### config.mk
export PLATFORM = sky130hd
export DESIGN_NAME = interleaved_bitplane_to_chunky_top
export DESIGN_NICKNAME = d
export VERILOG_FILES = /design/src/design/ibpc_pkg.sv /design/src/design/ibpc_front.sv /design/src/design/ibpc_queue.sv /design/src/design/ibpc_back.sv /design/src/design/interleaved_bitplane_to_chunky_top.sv
export VERILOG_INCLUDE_DIRS = /design/src /design/src/design
export SDC_FILE = /design/constraint.sdc
export NUM_CORES = 1
export LEC_CHECK = 0
export BUFFER_PORTS_ARGS = -buffer_cell sky130_fd_sc_hd__buf_2
export CAP_MARGIN = 30
export CORE_MARGIN = 1.5
export CORE_UTILIZATION = 55
export CTS_BUF_LIST = sky130_fd_sc_hd__clkbuf_2 sky130_fd_sc_hd__clkbuf_4 sky130_fd_sc_hd__clkbuf_8
export DETAILED_ROUTE_END_ITERATION = 10
export PLACE_DENSITY = 0.72
export SYNTH_ARGS = -nofsm -noshare
export SYNTH_HDL_FRONTEND = slang
export SYNTH_SLANG_ARGS = --single-unit
### constraint.sdc
create_clock -name clk -period 13.17 [get_ports clk]
set_input_delay 0.6585 -clock clk [delete_from_list [all_inputs] [get_ports clk]]
set_output_delay 0.6585 -clock clk [all_outputs]
set_load 0.01 [all_outputs]
### src/design/interleaved_bitplane_to_chunky_top_assert.svh
// ----------------------------------------------------------------------------
// Assertion macros for the interleaved bitplane to chunky converter
// Shared concurrent assertion forms used by the design modules.
// ----------------------------------------------------------------------------
`ifndef INTERLEAVED_BITPLANE_TO_CHUNKY_TOP_ASSERT_SVH
`define INTERLEAVED_BITPLANE_TO_CHUNKY_TOP_ASSERT_SVH

// Same-cycle implication, disabled during reset.
`define IBPC_ASSERT_NOW(label, clk, rst_n, ante, cons) \
	label: assert property (@(posedge clk) disable iff (!rst_n) (ante) |-> (cons)) \
		else $error("ibpc assertion failed");

// Next-cycle implication, disabled during reset.
`define IBPC_ASSERT_NEXT(label, clk, rst_n, ante, cons) \
	label: assert property (@(posedge clk) disable iff (!rst_n) (ante) |=> (cons)) \
		else $error("ibpc assertion failed");

`endif

### src/design/ibpc_pkg.sv
// ----------------------------------------------------------------------------
// ibpc_pkg
// Types, constants and helpers shared by the bitplane to chunky modules.
// ----------------------------------------------------------------------------
`timescale 1ns / 1ps
`default_nettype none

package ibpc_pkg;

	localparam int MAX_PLANES_DEFAULT      = 4;
	localparam int PIXELS_PER_WORD_DEFAULT = 16;

	localparam int ROW_WIDTH_LOW  = 320;
	localparam int ROW_WIDTH_HIGH = 640;

	// Index slots of a chunky pixel; one plane word per slot.
	localparam int PLANE_SLOTS  = 4;
	localparam int PLANE_CNT_W  = 3;
	localparam int PLANE_POS_W  = 2;
	localparam int QUEUE_DEPTH  = 2;

	localparam logic [1:0] MODE_FOUR_PLANE = 2'd0;
	localparam logic [1:0] MODE_TWO_PLANE  = 2'd1;
	localparam logic [1:0] MODE_ONE_PLANE  = 2'd2;

	typedef struct packed {
		logic empty;
		logic full;
	} q_stat_t;

	function automatic logic [PLANE_CNT_W-1:0] mode_planes(
		input logic [1:0] mode,
		input int         max_planes
	);
		logic [PLANE_CNT_W-1:0] p;
		unique case (mode)
			MODE_FOUR_PLANE: p = PLANE_CNT_W'(4);
			MODE_TWO_PLANE:  p = PLANE_CNT_W'(2);
			MODE_ONE_PLANE:  p = PLANE_CNT_W'(1);
			default:         p = PLANE_CNT_W'(1);
		endcase
		if (int'(p) > max_planes) begin
			p = PLANE_CNT_W'(max_planes);
		end
		return p;
	endfunction

endpackage

`default_nettype wire

### src/design/ibpc_front.sv
// ----------------------------------------------------------------------------
// ibpc_front
// Accepts plane words, holds the earlier words of a group and hands each
// complete group, with its end-of-row flag, to the group queue.
// ----------------------------------------------------------------------------
`timescale 1ns / 1ps
`default_nettype none

module ibpc_front
	import ibpc_pkg::*;
#(
	parameter int MAX_PLANES      = MAX_PLANES_DEFAULT,
	parameter int PIXELS_PER_WORD = PIXELS_PER_WORD_DEFAULT
) (
	input  wire logic                                     clk,
	input  wire logic                                     arst_n,
	input  wire logic                                     resolution_mode_we,
	input  wire logic [1:0]                               resolution_mode,
	input  wire logic                                     in_valid,
	output logic                                          in_stall,
	input  wire logic [PIXELS_PER_WORD-1:0]               plane_word,
	input  wire q_stat_t                                  q_stat,
	output logic                                          push,
	output logic [PLANE_SLOTS*PIXELS_PER_WORD:0]          push_data
);

	localparam int HeldDepth  = (MAX_PLANES >= PLANE_SLOTS) ? PLANE_SLOTS - 1 :
		((MAX_PLANES > 1) ? MAX_PLANES - 1 : 1);
	localparam int GroupsLow  = ROW_WIDTH_LOW / PIXELS_PER_WORD;
	localparam int GroupsHigh = ROW_WIDTH_HIGH / PIXELS_PER_WORD;
	localparam int GroupW     = $clog2(GroupsHigh);

	logic [1:0]                           mode_q;
	logic [PLANE_POS_W-1:0]               plane_pos_q;
	logic [GroupW-1:0]                    group_q;
	logic [HeldDepth-1:0][PIXELS_PER_WORD-1:0] held_q;

	logic [PLANE_CNT_W-1:0]               planes;
	logic [GroupW-1:0]                    group_end;
	logic                                 accept;
	logic                                 last_plane;
	logic                                 row_end;
	logic [PLANE_SLOTS-1:0][PIXELS_PER_WORD-1:0] slots;

	assign planes     = mode_planes(mode_q, MAX_PLANES);
	assign group_end  = (mode_q == MODE_FOUR_PLANE) ? GroupW'(GroupsLow - 1) :
		GroupW'(GroupsHigh - 1);
	assign in_stall   = q_stat.full;
	assign accept     = in_valid && !in_stall;
	assign last_plane = ({1'b0, plane_pos_q} + PLANE_CNT_W'(1)) >= planes;
	assign row_end    = group_q >= group_end;
	assign push       = accept && last_plane;

	always_comb begin
		for (int k = 0; k < PLANE_SLOTS; k++) begin
			if (k == int'(planes) - 1) begin
				slots[k] = plane_word;
			end else if (k < int'(planes) - 1 && k < HeldDepth) begin
				slots[k] = held_q[k];
			end else begin
				slots[k] = '0;
			end
		end
	end

	assign push_data = {row_end, slots};

	always_ff @(posedge clk or negedge arst_n) begin
		if (!arst_n) begin
			mode_q      <= MODE_FOUR_PLANE;
			plane_pos_q <= '0;
			group_q     <= '0;
		end else if (resolution_mode_we) begin
			mode_q      <= resolution_mode;
			plane_pos_q <= '0;
			group_q     <= '0;
		end else if (accept) begin
			if (last_plane) begin
				plane_pos_q <= '0;
				group_q     <= row_end ? '0 : group_q + GroupW'(1);
			end else begin
				plane_pos_q <= plane_pos_q + PLANE_POS_W'(1);
			end
		end
	end

	always_ff @(posedge clk) begin
		for (int j = 0; j < HeldDepth; j++) begin
			if (accept && !last_plane && int'(plane_pos_q) == j) begin
				held_q[j] <= plane_word;
			end
		end
	end

endmodule

`default_nettype wire

### src/design/ibpc_queue.sv
// ----------------------------------------------------------------------------
// ibpc_queue
// Short first-in first-out queue of complete plane groups between the
// front and the pixel serializer.
// ----------------------------------------------------------------------------
`timescale 1ns / 1ps
`default_nettype none

module ibpc_queue
	import ibpc_pkg::*;
#(
	parameter int PIXELS_PER_WORD = PIXELS_PER_WORD_DEFAULT
) (
	input  wire logic                                 clk,
	input  wire logic                                 arst_n,
	input  wire logic                                 push,
	input  wire logic [PLANE_SLOTS*PIXELS_PER_WORD:0] push_data,
	input  wire logic                                 pop,
	output logic [PLANE_SLOTS*PIXELS_PER_WORD:0]      head,
	output q_stat_t                                   q_stat
);

	`include "interleaved_bitplane_to_chunky_top_assert.svh"

	localparam int PtrW = (QUEUE_DEPTH > 1) ? $clog2(QUEUE_DEPTH) : 1;
	localparam int CntW = $clog2(QUEUE_DEPTH + 1);

	logic [PLANE_SLOTS*PIXELS_PER_WORD:0] mem_q [QUEUE_DEPTH];
	logic [PtrW-1:0]                      wr_ptr_q;
	logic [PtrW-1:0]                      rd_ptr_q;
	logic [CntW-1:0]                      count_q;

	assign q_stat.empty = count_q == '0;
	assign q_stat.full  = count_q == CntW'(QUEUE_DEPTH);
	assign head         = mem_q[rd_ptr_q];

	always_ff @(posedge clk or negedge arst_n) begin
		if (!arst_n) begin
			wr_ptr_q <= '0;
			rd_ptr_q <= '0;
			count_q  <= '0;
		end else begin
			if (push) begin
				wr_ptr_q <= (int'(wr_ptr_q) == QUEUE_DEPTH - 1) ? '0 : wr_ptr_q + PtrW'(1);
			end
			if (pop) begin
				rd_ptr_q <= (int'(rd_ptr_q) == QUEUE_DEPTH - 1) ? '0 : rd_ptr_q + PtrW'(1);
			end
			if (push && !pop) begin
				count_q <= count_q + CntW'(1);
			end else if (pop && !push) begin
				count_q <= count_q - CntW'(1);
			end
		end
	end

	always_ff @(posedge clk) begin
		if (push) begin
			mem_q[wr_ptr_q] <= push_data;
		end
	end

	`IBPC_ASSERT_NOW(a_q_no_overflow, clk, arst_n, push, !q_stat.full)
	`IBPC_ASSERT_NOW(a_q_no_underflow, clk, arst_n, pop, !q_stat.empty)
	`IBPC_ASSERT_NEXT(a_q_push_not_empty, clk, arst_n, push && !pop, !q_stat.empty)

endmodule

`default_nettype wire

### src/design/ibpc_back.sv
// ----------------------------------------------------------------------------
// ibpc_back
// Takes one plane group at a time from the queue and sends out its chunky
// pixels, leftmost first, through an output register, one per cycle while groups are queued and out_stall is low.
// ----------------------------------------------------------------------------
`timescale 1ns / 1ps
`default_nettype none

module ibpc_back
	import ibpc_pkg::*;
#(
	parameter int PIXELS_PER_WORD = PIXELS_PER_WORD_DEFAULT
) (
	input  wire logic                                 clk,
	input  wire logic                                 arst_n,
	input  wire logic [PLANE_SLOTS*PIXELS_PER_WORD:0] head,
	input  wire q_stat_t                              q_stat,
	output logic                                      pop,
	output logic                                      out_valid,
	input  wire logic                                 out_stall,
	output logic [PLANE_SLOTS-1:0]                    pixel_index,
	output logic                                      group_last,
	output logic                                      row_last
);

	`include "interleaved_bitplane_to_chunky_top_assert.svh"

	localparam int CntW = $clog2(PIXELS_PER_WORD);

	logic                                          busy_q;
	logic [CntW-1:0]                               cnt_q;
	logic                                          row_end_q;
	logic [PLANE_SLOTS-1:0][PIXELS_PER_WORD-1:0]   words_q;
	logic                                          out_valid_q;
	logic [PLANE_SLOTS-1:0]                        pixel_index_q;
	logic                                          group_last_q;
	logic                                          row_last_q;

	logic                                          advance;
	logic                                          last_pix;
	logic [PLANE_SLOTS-1:0]                        pix;

	assign advance  = busy_q && (!out_valid_q || !out_stall);
	assign last_pix = cnt_q == CntW'(PIXELS_PER_WORD - 1);
	assign pop      = !q_stat.empty && (!busy_q || (advance && last_pix));

	always_comb begin
		for (int k = 0; k < PLANE_SLOTS; k++) begin
			pix[k] = words_q[k][PIXELS_PER_WORD-1];
		end
	end

	always_ff @(posedge clk or negedge arst_n) begin
		if (!arst_n) begin
			busy_q      <= 1'b0;
			cnt_q       <= '0;
			out_valid_q <= 1'b0;
		end else begin
			if (pop) begin
				busy_q <= 1'b1;
				cnt_q  <= '0;
			end else if (advance) begin
				busy_q <= !last_pix;
				cnt_q  <= cnt_q + CntW'(1);
			end
			if (advance) begin
				out_valid_q <= 1'b1;
			end else if (!out_stall) begin
				out_valid_q <= 1'b0;
			end
		end
	end

	always_ff @(posedge clk) begin
		if (pop) begin
			row_end_q <= head[PLANE_SLOTS*PIXELS_PER_WORD];
			words_q   <= head[PLANE_SLOTS*PIXELS_PER_WORD-1:0];
		end else if (advance) begin
			for (int k = 0; k < PLANE_SLOTS; k++) begin
				words_q[k] <= words_q[k] << 1;
			end
		end
		if (advance) begin
			pixel_index_q <= pix;
			group_last_q  <= last_pix;
			row_last_q    <= last_pix && row_end_q;
		end
	end

	assign out_valid   = out_valid_q;
	assign pixel_index = pixel_index_q;
	assign group_last  = group_last_q;
	assign row_last    = row_last_q;

	`IBPC_ASSERT_NEXT(a_back_group_end, clk, arst_n, advance && last_pix, out_valid_q && group_last_q)
	`IBPC_ASSERT_NOW(a_back_row_in_group, clk, arst_n, out_valid_q && row_last_q, group_last_q)
	`IBPC_ASSERT_NOW(a_back_pop_when_free, clk, arst_n, pop && busy_q, advance && last_pix)

endmodule

`default_nettype wire

### src/design/interleaved_bitplane_to_chunky_top.sv
// Converts word-interleaved bitplane words into chunky pixel indices. Pixels leave at one per
// cycle through a single output register while groups are queued and out_stall is low. A group
// of PIXELS_PER_WORD pixels is built from four, two or one plane words in four-, two- and
// one-plane mode. A word is accepted every cycle while the two-entry group queue has room; a
// complete group then passes through the group queue, the serializer word register and the output register.
// ----------------------------------------------------------------------------
// interleaved_bitplane_to_chunky_top
// Top level: plane word front end, group queue and pixel serializer.
// ----------------------------------------------------------------------------
`timescale 1ns / 1ps
`default_nettype none

module interleaved_bitplane_to_chunky_top
	import ibpc_pkg::*;
#(
	parameter int MAX_PLANES      = MAX_PLANES_DEFAULT,
	parameter int PIXELS_PER_WORD = PIXELS_PER_WORD_DEFAULT
) (
	input  wire logic                       clk,
	input  wire logic                       arst_n,
	input  wire logic                       resolution_mode_we,
	input  wire logic [1:0]                 resolution_mode,
	input  wire logic                       in_valid,
	output logic                            in_stall,
	input  wire logic [PIXELS_PER_WORD-1:0] plane_word,
	output logic                            out_valid,
	input  wire logic                       out_stall,
	output logic [PLANE_SLOTS-1:0]          pixel_index,
	output logic                            group_last,
	output logic                            row_last
);

	q_stat_t                              q_stat;
	logic                                 push;
	logic                                 pop;
	logic [PLANE_SLOTS*PIXELS_PER_WORD:0] push_data;
	logic [PLANE_SLOTS*PIXELS_PER_WORD:0] head;

	ibpc_front #(
		.MAX_PLANES      (MAX_PLANES),
		.PIXELS_PER_WORD (PIXELS_PER_WORD)
	) u_front (
		.clk                (clk),
		.arst_n             (arst_n),
		.resolution_mode_we (resolution_mode_we),
		.resolution_mode    (resolution_mode),
		.in_valid           (in_valid),
		.in_stall           (in_stall),
		.plane_word         (plane_word),
		.q_stat             (q_stat),
		.push               (push),
		.push_data          (push_data)
	);

	ibpc_queue #(
		.PIXELS_PER_WORD (PIXELS_PER_WORD)
	) u_queue (
		.clk       (clk),
		.arst_n    (arst_n),
		.push      (push),
		.push_data (push_data),
		.pop       (pop),
		.head      (head),
		.q_stat    (q_stat)
	);

	ibpc_back #(
		.PIXELS_PER_WORD (PIXELS_PER_WORD)
	) u_back (
		.clk         (clk),
		.arst_n      (arst_n),
		.head        (head),
		.q_stat      (q_stat),
		.pop         (pop),
		.out_valid   (out_valid),
		.out_stall   (out_stall),
		.pixel_index (pixel_index),
		.group_last  (group_last),
		.row_last    (row_last)
	);

endmodule

`default_nettype wire
==> results of run 1 <==
## final timing paths
kind,startpoint,to,slack [ns],cells after the start
max in group asynchronous,arst_n,u_queue.rd_ptr_q,12.73,1
max,u_front.mode_q[1],u_queue.mem_q[1][33],9.95,8
min in group clk,resolution_mode[1],u_front.mode_q[1],0.38,2
min,arst_n,u_queue.count_q[1],0.09,1
max reg2reg,u_front.mode_q[1],u_queue.mem_q[1][33],9.95,8
min reg2reg,u_back.pix[0],u_back.pixel_index[0],0.42,0
## kinds of logic (layout without fill, tap and decap cells)
family	after synthesis	after routing	synth area share (%)
mux	100	100	9.642
fa+ha+maj	11	11	1.271
flops	269	269	75.06
compound gates	75	75	3.791
xor+xnor	8	8	0.6593
buf+inv	41	116	2.025
simple gates	167	167	7.547
## sequential cells by signal, indices dropped and copies added (netlist names)
| signal | cells |
|---|---|
| u_queue.mem_q | 130 |
| u_back.words_q | 60 |
| u_front.held_q | 48 |
| u_front.group_q | 6 |
| u_back.cnt_q | 4 |
| u_back.pix | 4 |
| u_back.pixel_index | 4 |
| u_front.mode_q | 2 |
| u_front.plane_pos_q | 2 |
| u_queue.count_q | 2 |
| u_back.busy_q | 1 |
| u_back.group_last | 1 |
| u_back.out_valid | 1 |
| u_back.row_end_q | 1 |
| u_back.row_last | 1 |
| u_queue.rd_ptr_q | 1 |
| u_queue.wr_ptr_q | 1 |
## area by class of cell
| cell class | count | area, um2 |
|---|---|---|
| clock buffer | 57 | 709.4 |
| clock inverter | 11 | 43.79 |
| fill | 1352 | 7010 |
| inverter | 8 | 31.28 |
| multi-input combinational | 361 | 2446 |
| sequential | 269 | 7981 |
| tap | 260 | 325.3 |
| timing repair buffer | 40 | 282.8 |
## power groups by stage
stage | Combinational [mW] | Clock, mW | Sequential (mW)
2_1_floorplan | 0.272 | 0 | 1.17
3_3_place_gp | 0.341 | 0 | 1.17
3_5_place_dp | 0.364 | 0 | 1.18
4_1_cts | 0.366 | 0.649 | 1.16
5_1_grt | 0.397 | 0.684 | 1.17
6_report | 0.358 | 0.632 | 1.16
## critical path, cell delays in order, from the launching register on
cell and delay (ns):
dfrtp_1 0.75, buf_4 0.40, nor2_8 0.14, inv_2 0.11, a221o_1 0.23, nand3b_4 0.17
inv_2 0.17, and2_2 0.16, buf_4 0.67
## cell usage in the layout, fill, tap and decap left out, drive strengths merged
cell type and count:
nand3 9, and2 37, dfrtp 20, edfxtp 249
o21ai 61, or2 2, nor2 33, mux2 19
nand2 75, a31oi 4, mux2i 81, nand2b 3
clkinv 12, buf 40, clkbuf 57, xor2 3
a21oi 5, o31ai 1, nand4 1, inv 7
a21bo 1, nand3b 3, ha 10, maj3 1
o21a 1, nand4b 1, a22oi 1, xnor2 5
a221o 1, nor3 1, or3 1, and3 1
## stage by stage
stage	power [mW]	instances	utilization, %
detailed placement	1.543	937	58.74
floorplan	1.439	671	-
CTS	2.177	1005	62.74
finish	2.151	1006	62.77
global placement	1.515	934	58.31
global route	2.255	1006	62.77
## metal layers
| metal | vias up | global-route usage [%] | share of wire [%] |
|---|---|---|---|
| met1 | 2612 | 23.44 | 45 |
| met3 | 29 | 3.903 | 4.0 |
| met5 | - | 0 | 0 |
| met2 | 105 | 29.73 | 49 |
| met4 | 0 | 6.457 | 1.9 |
| li1 | 2576 | - | - |
==> impl_metrics.env, run 1 <==
export IMPL_ant_nets=0
export IMPL_hold_path_class="in2async"
export IMPL_cts_htree_levels=2
export IMPL_antenna_found_initial=0
export IMPL_yosysWarnings=0
export IMPL_power_internal_mw=1.599
export IMPL_clock_skew_ns=0.02007
export IMPL_grt_start_max_net_pins=89
export IMPL_netlist_cell_type_count=40
export IMPL_critPathMaxFanout=65
export IMPL_postCtsSetupBuffers=0
export IMPL_drive_gt1_share_pct=17.69
export IMPL_hold_violations=0
export IMPL_track_usage_pct=17.89
export IMPL_synth_area_leaders="edfxtp_1 70%, mux2i_1 7.6%, dfrtp_1 4.7%"
export IMPL_required_ns=13.31
export IMPL_num_nets_final=755
export IMPL_drt_wl_total_um=17320
export IMPL_portBuffers=30
export IMPL_tns_ns=0
export IMPL_overflow=0
export IMPL_grt_pass1_vias=5501
export IMPL_seq_area_frac_synth_pct=75.06
export IMPL_switchingPower_mw=0.5524
export IMPL_syn_nets=704
export IMPL_ios=31
export IMPL_synth_cells=671
export IMPL_status="completed"
export IMPL_final_area_mm2=0.01182
export IMPL_cp_end_kind="register"
export IMPL_swShare_pct=25.68
export IMPL_grt_pass1_wl_um=27650
export IMPL_diodes=0
export IMPL_leakage_nw=4.374
export IMPL_cap_violations=0
export IMPL_cp_start_kind="register"
export IMPL_arrival_ns=3.36
export IMPL_criticalPathCategory="reg2reg"
export IMPL_drt_first_pass_iters=5
export IMPL_wl_per_cell_um=17.22
export IMPL_comb_power_share_pct=16.7
export IMPL_period_share_pct=24.47
export IMPL_clk_root_buffer_cell="clkbuf_8"
export IMPL_placed_area_mm2=0.01106
export IMPL_synth_seq_cells=269
export IMPL_setup_viol=0
export IMPL_core_mm2=0.01883
export IMPL_yosys_area_top_type="edfxtp_1"
export IMPL_syn_area_mm2=0.01063
export IMPL_slew_viol_final=0
export IMPL_clkLatencyLatePin_ns=0.53
export IMPL_slew_headroom_pct=39.73
export IMPL_async_flop_share_pct=7.435
export IMPL_cts_buffers=42
export IMPL_rsz0062_at_grt="no"
export IMPL_gp_congestion=0.7364
export IMPL_die_w_um=142.0
export IMPL_viasPerCell=5.290
export IMPL_die_h_um=142.0
export IMPL_drc=0
export IMPL_die_area_mm2=0.02017
export IMPL_fmax_mhz=310.3
export IMPL_initial_utilization_pct=56.44
export IMPL_seqPwrFrac_pct=53.9
export IMPL_powerDensity_mw_per_mm2=182.0
export IMPL_synth_edff_count=249
export IMPL_synth_main_ff_cell="edfxtp_1"
export IMPL_hold_buffers=0
export IMPL_syn_to_final_growth_pct=11.22
export IMPL_cts_clk_slew_worst_paths_ns=0.06
export IMPL_synth_commonest_cells="249 x edfxtp_1, 81 x mux2i_1, 75 x nand2_1, 58 x o21ai_0, 37 x and2_1"
export IMPL_via_count=5322
export IMPL_clkPwrFrac_pct=29.4
export IMPL_tightestPinTransition_ns=0.9040
export IMPL_clockBufferDepth=3
export IMPL_vdd_drop_max_uv=101.1
export IMPL_cts_sinks=269
export IMPL_setup_ws_ns=9.947
export IMPL_synth_area_per_cell_um2=15.84
export IMPL_cts_tree="yes"
export IMPL_synth_most_common_cell="edfxtp_1"
export IMPL_hpwlAfterDp_um=10610
export IMPL_synth_top_area_share_pct=70.36
export IMPL_post_cts_resized=0
export IMPL_drt_initial_drc_count=243
export IMPL_core_rowCount=50
export IMPL_fin_crit_ns=3.223
export IMPL_hold_ws_ns=0.08855
export IMPL_pre_cts_slack_ns=9.898
Power figures use the tool's default switching activity.
==> run 2, diff against run 1 <==
--- a/config.mk
+++ b/config.mk
@@ -6,6 +6,7 @@
 export SDC_FILE = /design/constraint.sdc
 export NUM_CORES = 1
 export LEC_CHECK = 0
+export ABC_AREA = 1
 export BUFFER_PORTS_ARGS = -buffer_cell sky130_fd_sc_hd__buf_2
 export CAP_MARGIN = 30
 export CORE_MARGIN = 1.5
==> constraint.sdc (replaced) <==
create_clock -name clk -period 3.1 [get_ports clk]
set_input_delay 0.155 -clock clk [delete_from_list [all_inputs] [get_ports clk]]
set_output_delay 0.155 -clock clk [all_outputs]
set_load 0.01 [all_outputs]
==> run 2 against run 1 <==
Compared with the run above: setup slack got worse by 9.4 ns; clock power increased to 4.4 times the previous value; sequential power increased to 4.4 times the previous value; combinational power increased to 5.5 times the previous value; area after synthesis increased by 1.7%; total power increased to 4.6 times the previous value; die area increased by 1.6%; count of clock-buffer cells in the layout increased by 2; highest routed layer unchanged.
==> impl_metrics.env, run 2 <==
export IMPL_fin_cells=1319
export IMPL_arrival_ns=2.74
export IMPL_drt_wl_total_um=19790
export IMPL_nFillCells=1453
export IMPL_setup_viol=0
export IMPL_seqPwrFrac_pct=51.8
export IMPL_grt_pass1_wl_um=31290
export IMPL_slew_viol_final=0
export IMPL_criticalPathCategory="reg2reg"
export IMPL_yosys_area_top_type="edfxtp_1"
export IMPL_cp_end_kind="register"
export IMPL_fmax_mhz=395.0
export IMPL_ios=31
export IMPL_synth_main_ff_cell="edfxtp_1"
export IMPL_ant_nets=0
export IMPL_reg2reg_slack_ns=0.57
export IMPL_cts_tree="yes"
export IMPL_cts_sinks=269
export IMPL_viasPerCell=4.955
export IMPL_overflow=0
export IMPL_syn_area_mm2=0.01080
export IMPL_cp_start_kind="register"
export IMPL_switchingPower_mw=2.896
export IMPL_num_nets_final=1054
export IMPL_diodes=0
export IMPL_critPathMaxFanout=27
export IMPL_fin_util_pct=63.90
export IMPL_leakage_nw=5.171
export IMPL_tightestPinTransition_ns=0.6680
export IMPL_hold_violations=0
export IMPL_synthAdderAreaFrac_pct=1.158
export IMPL_syn_to_final_growth_pct=14.35
export IMPL_required_ns=3.31
export IMPL_core_rowCount=51
export IMPL_core_mm2=0.01933
export IMPL_grt_pass1_vias=6035
export IMPL_synthXorXnorAreaFrac_pct=0.7296
export IMPL_portBuffers=30
export IMPL_syn_nets=976
export IMPL_top_regs="u_queue.mem_q: 130 flops, u_back.words_q: 60 flops, u_front.held_q: 48 flops"
export IMPL_die_area_mm2=0.02049
export IMPL_synth_top_area_share_pct=69.21
export IMPL_initial_utilization_pct=55.88
export IMPL_async_flop_share_pct=7.435
export IMPL_final_common_cell="nand2_1"
export IMPL_swShare_pct=29.25
export IMPL_dp_cells=1217
export IMPL_placed_area_mm2=0.01130
export IMPL_cts_buffers=42
export IMPL_final_cell_mix="437 x nand2_1, 249 x edfxtp_1, 54 x inv_1"
export IMPL_wl_per_cell_um=15.00
export IMPL_largest_reg_flops=130
export IMPL_muxShareOfSynthArea_pct=0
export IMPL_track_usage_pct=20.05
export IMPL_synth_edff_count=249
export IMPL_synth_most_common_cell="nand2_1"
export IMPL_drive_gt1_share_pct=11.95
export IMPL_synth_top_family_by_area="simple AND/OR/NAND/NOR gates"
export IMPL_netlist_cell_type_count=24
export IMPL_die_w_um=143.2
export IMPL_comb_power_share_pct=20.0
export IMPL_total_power_mw=9.900
export IMPL_via_count=6535
export IMPL_clock_skew_ns=0.02006
export IMPL_final_area_mm2=0.01235
export IMPL_synth_area_per_cell_um2=11.46
export IMPL_cts_htree_levels=2
export IMPL_rsz0062_at_grt="no"
export IMPL_synth_commonest_cells="438 x nand2_1, 249 x edfxtp_1, 55 x inv_1, 50 x nor2_1, 36 x o21ai_0"
export IMPL_grt_start_max_net_pins=66
export IMPL_postCtsSetupBuffers=0
export IMPL_hold_ws_ns=0.1222
export IMPL_power_internal_mw=7.004
export IMPL_hold_path_class="in2async"
export IMPL_synth_area_leaders="edfxtp_1 69%, nand2_1 15%, dfrtp_1 4.6%"
export IMPL_clockBufferDepth=3
export IMPL_seq_area_frac_synth_pct=73.84
export IMPL_antenna_found_initial=0
export IMPL_yosys_area_share_simple_pct=18.20
export IMPL_largest_register="u_queue.mem_q"
export IMPL_synth_cells=943
export IMPL_drc=0
export IMPL_drt_first_pass_iters=5
export IMPL_multi_input_area_mm2=0.002439
export IMPL_hpwlAfterDp_um=12670
export IMPL_ff_latch_area_mm2=0.007979
export IMPL_cap_violations=0
export IMPL_die_h_um=143.2
export IMPL_powerDensity_mw_per_mm2=801.3
export IMPL_vdd_drop_max_uv=491.0
export IMPL_cts_clk_slew_worst_paths_ns=0.06
export IMPL_clkLatencyLatePin_ns=0.53
export IMPL_period_share_pct=81.67
export IMPL_synth_seq_cells=269
export IMPL_gp_congestion=0.8026
export IMPL_status="completed"
export IMPL_clk_root_buffer_cell="clkbuf_8"
export IMPL_synth_compound_area_share_pct=2.247
export IMPL_clkPwrFrac_pct=28.2
export IMPL_yosysWarnings=0
export IMPL_fin_crit_ns=2.532
export IMPL_slew_headroom_pct=55.46
export IMPL_drt_initial_drc_count=733
==> run 2: timing repair <==
item | CTS | global route
setup endpoints to repair | 0 | 0
hold buffers | 25 | 0
resized for setup | 0 | 0
hold endpoints to repair | 75 | 0
==> run 2: power by group through the flow <==
stage / combinational (mW) / clock [mW] / sequential, mW
after floorplan: 1.32 / 0 / 5.17
after global routing: 2.23 / 2.99 / 5.20
after detailed placement: 1.95 / 0 / 5.20
after global placement: 1.91 / 0 / 5.18
final: 1.98 / 2.79 / 5.13
after CTS: 1.98 / 2.85 / 5.13
==> run 2: worst paths after layout <==
path                                        start                endpoint  cells after the start
setup / recovery           u_front.plane_pos_q[0]    u_queue.mem_q[1][37]                      8
hold / removal                             arst_n       u_front.mode_q[0]                      2
setup reg to reg           u_front.plane_pos_q[0]    u_queue.mem_q[1][37]                      8
hold reg to reg                     u_back.pix[1]   u_back.pixel_index[1]                      0
max in group asynchronous                  arst_n        u_queue.rd_ptr_q                      2
min in group clk                         in_valid  u_front.plane_pos_q[1]                      4
==> run 2: worst max-delay path, cell delays in order (launching register included) <==
cell     delay [ns]
dfrtp_1        0.39
inv_1          0.10
ha_1           0.33
ha_1           0.29
nand2_1        0.05
nand3_1        0.11
nand3_2        0.24
nor2_4         0.45
buf_12         0.25
==> run 2: cell families after synthesis <==
family          Yosys count
flops                   269
fa+ha+maj                10
compound gates           47
buf+inv                  95
simple gates            513
xor+xnor                  9
==> run 2: layer usage <==
metal | share of wire, % | GRT usage, %
met4 | 1.7 | 5.643
met1 | 49 | 32.64
met5 | 0 | 0
met2 | 42 | 27.49
met3 | 6.7 | 3.655
==> run 2: final cells by class <==
class | count | share of cell area (%)
clock buffers | 59 | 5.864
clock inverters | 18 | 0.6178
inverters | 57 | 1.732
multi-input cells | 579 | 19.74
flip-flops and latches | 269 | 64.58
well taps | 265 | 2.684
repair buffers | 72 | 4.780
==> run 2: per-stage QoR <==
stage / setup slack (ns) / setup TNS, ns
6_report: 0.5682 / 0
5_1_grt: 0.3913 / 0
4_1_cts: 0.5537 / 0
3_5_place_dp: 0.5811 / 0
3_3_place_gp: 0.6524 / 0
2_1_floorplan: -0.4177 / -54.29
